$ cat config.mk
export PLATFORM = sky130hd
export DESIGN_NAME = hpnt_row
export DESIGN_NICKNAME = d
export VERILOG_FILES = /design/src/rtl/core/hpnt_pkg.sv /design/src/rtl/core/hpnt_cell.sv /design/src/rtl/core/hpnt_row.sv
export SDC_FILE = /design/constraint.sdc
export NUM_CORES = 2
export LEC_CHECK = 0
export ABC_AREA = 1
export BUFFER_PORTS_ARGS = -buffer_cell sky130_fd_sc_hd__buf_2
export CAP_MARGIN = 20
export CORE_MARGIN = 2
export CORE_UTILIZATION = 57
export DETAILED_ROUTE_END_ITERATION = 12
export GPL_TIMING_DRIVEN = 0
export PLACE_DENSITY = 0.84
export SLEW_MARGIN = 20
export SYNTH_ARGS = -nofsm -noshare
export SYNTH_HDL_FRONTEND = slang
export SYNTH_SLANG_ARGS = --single-unit
$ cat constraint.sdc
create_clock -name i_clk -period 2.9 [get_ports i_clk]
set_input_delay 0.29 -clock i_clk [delete_from_list [all_inputs] [get_ports i_clk]]
set_output_delay 0.29 -clock i_clk [all_outputs]
set_load 0.005 [all_outputs]
$ cat src/rtl/core/hpnt_pkg.sv
// ----------------------------------------------------------------------------
// hpnt_pkg
// Types and constants shared by the held pad and note tracker.
// ----------------------------------------------------------------------------
`default_nettype none

package hpnt_pkg;

    localparam int MAX_RESULTS = 16;
    localparam int RES_CNT_W   = $clog2(MAX_RESULTS + 1);

    localparam logic [7:0] NO_NOTE     = 8'd128;
    localparam logic [7:0] NO_PRESSURE = 8'd128;
    localparam logic [4:0] NO_CHANNEL  = 5'd16;
    localparam logic [2:0] SRC_MIDI    = 3'd0;

    typedef enum logic [3:0] {
        K_PAD_PRESS  = 4'd0,
        K_PAD_TOUCH  = 4'd1,
        K_PAD_REL    = 4'd2,
        K_PRG_PRESS  = 4'd3,
        K_PRG_TOUCH  = 4'd4,
        K_PRG_REL    = 4'd5,
        K_NOTE_ON    = 4'd6,
        K_NOTE_TOUCH = 4'd7,
        K_NOTE_OFF   = 4'd8,
        K_CLEAR      = 4'd9
    } t_kind;

    typedef enum logic [1:0] {
        TBL_PAD  = 2'd0,
        TBL_PRG  = 2'd1,
        TBL_NOTE = 2'd2
    } t_tbl;

    typedef enum logic [2:0] {
        OP_PRESS = 3'd0,
        OP_TOUCH = 3'd1,
        OP_REL   = 3'd2,
        OP_CLEAR = 3'd3,
        OP_NONE  = 3'd4
    } t_op;

    typedef enum logic [1:0] {
        S_IDLE   = 2'd0,
        S_START  = 2'd1,
        S_SCAN   = 2'd2,
        S_FINISH = 2'd3
    } t_state;

    typedef struct packed {
        logic [2:0] source;
        logic [6:0] key;
        logic [7:0] note;
        logic [6:0] vel;
        logic [7:0] press;
        logic [4:0] chan;
        logic [4:0] prog;
        logic [5:0] track;
        logic [2:0] bus;
        logic [1:0] bank;
    } t_entry;

    typedef struct packed {
        t_kind      kind;
        logic [2:0] source;
        logic [6:0] key;
        logic [7:0] note_number;
        logic [6:0] velocity;
        logic [6:0] pressure;
        logic [4:0] midi_channel;
        logic [4:0] program_req;
        logic [5:0] track;
        logic [2:0] bus;
        logic [1:0] bank;
    } t_req;

    typedef struct packed {
        logic   found;
        logic   last;
        t_entry ent;
    } t_res;

    typedef struct packed {
        logic push;
        logic shift;
        logic take_fb;
    } t_cell_ctl;

    typedef struct packed {
        logic push;
        logic step;
        logic keep;
        logic clr;
    } t_row_op;

endpackage

`default_nettype wire

$ cat src/rtl/core/hpnt_cell.sv
// ----------------------------------------------------------------------------
// hpnt_cell
// One table slot: loads a pushed entry, its neighbor's entry or the head
// entry fed back to the tail.
// ----------------------------------------------------------------------------
`default_nettype none

module hpnt_cell import hpnt_pkg::*; (
    input  logic      i_clk,
    input  t_cell_ctl i_ctl,
    input  t_entry    i_nbr,
    input  t_entry    i_fb,
    input  t_entry    i_push,
    output t_entry    o_ent
);

    t_entry r_ent;
    t_entry n_ent;

    always_comb begin
        n_ent = r_ent;
        if (i_ctl.push) begin
            n_ent = i_push;
        end else if (i_ctl.shift) begin
            n_ent = i_ctl.take_fb ? i_fb : i_nbr;
        end
    end

    always_ff @(posedge i_clk) begin
        r_ent <= n_ent;
    end

    assign o_ent = r_ent;

endmodule

`default_nettype wire

$ cat src/rtl/core/hpnt_row.sv
// ----------------------------------------------------------------------------
// hpnt_row
// Ordered table as a row of cells with a fill count; rotates toward the head
// one entry per step, dropping the head or returning it to the tail.
// ----------------------------------------------------------------------------
`default_nettype none

module hpnt_row import hpnt_pkg::*; #(
    parameter int DEPTH = 16,
    parameter int CW    = $clog2(DEPTH + 1)
) (
    input  logic          i_clk,
    input  logic          i_rst_n,
    input  t_row_op       i_op,
    input  t_entry        i_push,
    input  t_entry        i_fb,
    output t_entry        o_head,
    output logic [CW-1:0] o_count,
    output logic          o_full
);

    logic [CW-1:0] r_count;
    logic [CW-1:0] n_count;
    t_entry        w_ent [DEPTH];
    t_cell_ctl     w_ctl [DEPTH];

    for (genvar g = 0; g < DEPTH; g++) begin : g_cell
        t_entry w_nbr;

        if (g == DEPTH - 1) begin : g_top
            assign w_nbr = i_fb;
        end else begin : g_mid
            assign w_nbr = w_ent[g+1];
        end

        assign w_ctl[g].push    = i_op.push && (r_count == CW'(g));
        assign w_ctl[g].shift   = i_op.step;
        assign w_ctl[g].take_fb = i_op.keep && (r_count == CW'(g + 1));

        hpnt_cell u_cell (
            .i_clk  (i_clk),
            .i_ctl  (w_ctl[g]),
            .i_nbr  (w_nbr),
            .i_fb   (i_fb),
            .i_push (i_push),
            .o_ent  (w_ent[g])
        );
    end

    always_comb begin
        n_count = r_count;
        if (i_op.clr) begin
            n_count = '0;
        end else if (i_op.push) begin
            n_count = r_count + CW'(1);
        end else if (i_op.step && !i_op.keep) begin
            n_count = r_count - CW'(1);
        end
    end

    always_ff @(posedge i_clk) begin
        if (!i_rst_n) begin
            r_count <= '0;
        end else begin
            r_count <= n_count;
        end
    end

    assign o_head  = w_ent[0];
    assign o_count = r_count;
    assign o_full  = (r_count == CW'(DEPTH));

endmodule

`default_nettype wire

Word level (Yosys, flattened, before mapping) --
Cells that the tools add are included.
Operators by class: add/subtract/negate cells 2, reduce and logical (&&, ||, !) cells 52, bitwise logic cells 1, mux-type cells 49, eq/ne operators 16
Operators with widths (count):
- $mux 54 | 47
- $eq 5x4->1 const B | 8
- $reduce_bool 2->1 | 17
- $logic_and 1x1->1 | 32
- $eq 5x3->1 const B | 4
- $eq 5x2->1 const B | 2
- $mux 5 | 2
- $add 5x1->5 const B | 1
- $eq 5x1->1 const B | 1
- $eq 5x5->1 const B | 1
- $logic_not 5->1 | 1
- $sub 5x1->5 const B | 1
- $reduce_or 2->1 | 1
- $logic_not 1->1 | 1
- $not 1->1 | 1
Storage, ports and cells: output and inout bits 60, bits in registers 869, word-level logic and storage cells 281

Logic depth before layout (Yosys ltp) --
word-level depth 5, depth in mapped cells 11, gate-level depth less buffers 9

By module --
A second synthesis with hierarchy kept.
Second synthesis, totals: cells, all modules 7431, area total of the unflattened synthesis 53059.6 um^2
Modules (own cells, without submodules):
- hpnt_cell | cells each 457, area an instance 3276.9 um^2, seq. area each 1621.6 um^2, times used 16
- hpnt_row | cells each 119, area an instance 629.4 um^2, seq. area each 100.1 um^2, times used 1

Worst setup path after synthesis --
OpenSTA, ideal clock, no wires.
path type reg2reg, start reg r_count[0], in the netlist o_count[0], end reg g_cell[12].u_cell.r_ent, in the netlist g_cell[12].u_cell.o_ent[0], enable pin, setup time 626 ps, setup slack -278 ps, arrival time 2552 ps, data required time 2274 ps, stages on the path, launching flop included 10, path buffers 1, path through dfxtp_1 > inv_1 > ha_1 > inv_1 > nor2_1 > nand2_1 > nor2_4 > inv_2 > buf_1 > nand2_1
On the way: cells in the longest elaborated chain, start to end 3
Ends and longest elaborated chain:
- start: declaration | line hpnt_row.sv:22 | logic [CW-1:0] r_count;
- start signal: assignment | line hpnt_row.sv:65 | r_count <= n_count;
- $eq 5x4->1 | line hpnt_row.sv:36 | assign w_ctl[g].push = i_op.push && (r_count == CW'(g));
- $logic_and 1x1->1 | line hpnt_row.sv:36
- $reduce_bool 2->1 (no line)
- end signal: assignment | line hpnt_cell.sv:30 | r_ent <= n_ent;
- end: declaration | line hpnt_cell.sv:17 | t_entry r_ent;
No other way between the ends. A chain may end at the register's enable or synchronous reset.

Final worst setup path --
start reg r_count[0], in the netlist o_count[0], end out o_full
On the way: cells in the longest elaborated chain, start to end 1
Ends and longest elaborated chain:
- $eq 5x5->1 | line hpnt_row.sv:71 | assign o_full = (r_count == CW'(DEPTH));
- end: declaration | line hpnt_row.sv:19 | output logic o_full
No other way between the ends.

==> summary.txt <==
Timing
  – Final Hold Viols: 0
  – Worst rel slew slack: 15.9%
  – Setup violations, final: 1
  – Fin crit period: 2920 ps
  – Final Skew: 20.1 ps
  – Slew @ Worst Pin: 1260 ps
  – Setup TNS: -17.2 ps
  – Fmax: 343 MHz
  – Pins Over Slew Limit: 0
  – Fin crit share: 101%
  – Worst setup margin: -17.2 ps

Route
  – Drt first pass iters: 7
  – Via density: 5.63
  – DR WL/cell: 20.5 um
  – Antenna-violating nets left: 0
  – 1st-iter DRT viols: 7546
  – Total Wirelength: 163000 um
  – DR DRC count: 0
  – Routed via count: 44600

Flow run
  – Max cap viols: 0

Synthesis
  – Netlist cell types: 25
  – Net count of the mapped netlist: 6479
  – Area contributors post-synth: edfxtp_1, nand2_1, nand3_1
  – Seq cells post-synth: 869
  – Area leader, netlist: edfxtp_1
  – Synth Instances: 6358
  – Sequential area share after synthesis: 52.3%
  – Yosys top cell area share: 52.1%
  – Syn avg cell area: 7.84 um2
  – Synthesized cell area: 49800 um2
  – Synth Warn #: 0

Floorplanning
  – DIE WIDTH: 300 um
  – DIE HEIGHT: 300 um
  – Die ar.: 89800 um2
  – # IOs: 174
  – Row count: 108
  – Initial cell density of the core: 57.5%
  – Core ar.: 86800 um2

Setup path
  – R2R cell count: 8
  – Critical Path Start Type: register
  – Crit. path cell count: 5
  – Worst r2r src: o_count[0]
  – Setup crit end kind: primary output
  – Crit path kind: reg2out
  – Worst path bufs/invs: 3
  – Worst EP arrival: 2630 ps
  – R2R setup slack: 10 ps
  – Worst-path cell chain: inv_1, ha_2, inv_1, nor4_2, buf_2
  – Delay-heaviest family, CP: simple AND/OR/NAND/NOR gates
  – Worst setup path endpoint: o_full
  – Crit path from: o_count[0]
  – CP dominant cell by count: inv_1
  – CP max-delay cell: nor4_2
  – R2R Path End: g_cell[14].u_cell.o_ent[22]
  – Worst Path Max Fanout: 7
  – Crit path largest cell delay: 750 ps
  – Req. time, crit path: 2610 ps

Min path
  – Worst hold path class: in2reg

GRT
  – Initial antenna violation count: 1
  – GRT overflow: 0
  – Vias in the first global route: 40000
  – Total GRT Usage: 35.8%
  – Largest net degree at the start of global routing: 55
  – First-pass GRT wire length: 242000 um

Placement
  – Dpl ws: -798 ps
  – Post-DP HPWL: 127000 um
  – Post-Place Cells: 7689
  – Port Buffers: 172
  – Placer congestion estimate: 1.03

Clock tree
  – Root Buffer: clkbuf_16
  – Clk_lat worst skew: 660 ps
  – CTS tree: yes
  – CTS clk-pin slew, worst paths: 60 ps
  – Longest Clk Path Bufs: 3
  – Inserted Clock Buffers: 93
  – Htree depth: 3
  – CTS sink cnt: 869

Outcome
  – Status: finished with violations
  – Failing checks: negative setup slack

Power
  – Pwr dens: 540 nW/um2
  – Pwr Total: 30200 uW
  – Lkg Pwr: 0.0269 uW
  – VDD IR max: 0.493 mV

Layout
  – Most frequent cells in the layout: nand2_1, nand3_1, inv_1
  – Area grow syn2layout: 12.4%
  – Layout cell share with drive strength beyond 1: 9.45%
  – Layout Cells excl Fill: 7923
  – Layout net count: 6809
  – Commonest non-fill, non-tap cell in the layout: nand2_1
[worst register-to-register path: stages (launching register included)]
cell and delay [ps]:
dfxtp_1 380, inv_1 180, ha_2 400, nand2_1 220
nor2_2 240, nand2_2 380, clkbuf_1 420, nand2_1 240
o21ai_0 140
[final cells by class]
cell class                 count  area [um2]
clock inverter                62         489
fill                        7293       30700
inverter                     893        3350
clock buffer                 109        2430
multi-input combinational   4053       18200
sequential                   869       26000
buffer                       542        2550
timing repair buffer         236        1530
tap                         1155        1450
antenna                        4        10.0
[metal layers]
layer	routed length (um)	track usage [%]	vias up	part of all wire, %
met5	0	0	-	0
li1	-	-	21300	-
met4	7250	15.1	0	4.5
met2	68000	52.7	3129	42
met3	23200	8.24	387	14
met1	64100	51.0	19800	39
[how the worst min path moves through the flow]
stage / start / endpoint / slack [ps] / depth (start not counted)
floorplan: i_op[0] / o_count[2] / 470 / 3
global placement: o_count[1] / o_count[1] / 580 / 2
detailed placement: o_count[1] / o_count[1] / 570 / 2
CTS: i_push[32] / g_cell[7].u_cell.o_ent[32] / 3 / 3
global route: i_push[32] / g_cell[7].u_cell.o_ent[32] / 20 / 3
finish: i_push[32] / g_cell[7].u_cell.o_ent[32] / 30 / 3
[cells by family after synthesis]
family | count (synthesis) | synth area share (%)
buffers and inverters | 1437 | 11.8
AO/OA/AOI/OAI | 332 | 3.34
flip-flops | 869 | 52.3
adder cells (fa/ha/maj) | 7 | 0.176
AND/OR/NAND/NOR | 3713 | 32.4
[power by group]
group	total (uW)	switching (uW)	internal (uW)
registers	15100	235	14900
clock network	11700	5090	6600
logic	3420	2480	933
total	30200	7810	22400
[cell usage after synthesis]
library cell / count
nand4_1: 163
nand3_1: 1305
inv_1: 879
buf_6: 16
buf_1: 50
nor4_1: 1
or2_2: 1
inv_2: 14
dfxtp_1: 5
buf_2: 199
nand2_2: 1
o21ai_1: 10
nand2_4: 11
edfxtp_1: 864
a21boi_0: 1
nor2_4: 7
clkbuf_1: 242
o21ai_0: 315
nand2_1: 2203
nor2_1: 16
a21oi_1: 6
buf_4: 37
ha_1: 7
nor2_2: 2
nand3_2: 3
[sequential cells by signal, indices dropped and copies added, names as in the netlist]
signal,cells
g_cell.u_cell.o_ent,864
o_count,5
[what timing repair did]
action / 4_1_cts / 5_1_grt
setup buffers: 3 / 0
pin swaps: 3 / 0
endpoints found under the setup margin: 562 / 746
hold buffers: 57 / 0
hold endpoints to repair: 60 / 0
resized for setup: 16 / 17
cloned: 1 / 0
[stage by stage]
step / area [um2] / hold WS (ps) / util [%]
2_1_floorplan: 49900 / 470 / -
3_3_place_gp: 52200 / 581 / 60.1
3_5_place_dp: 52300 / 572 / 60.3
4_1_cts: 55900 / 3.46 / 64.5
5_1_grt: 56000 / 23.0 / 64.6
6_report: 56000 / 26.7 / 64.6
(Power assumes the default switching activity.)
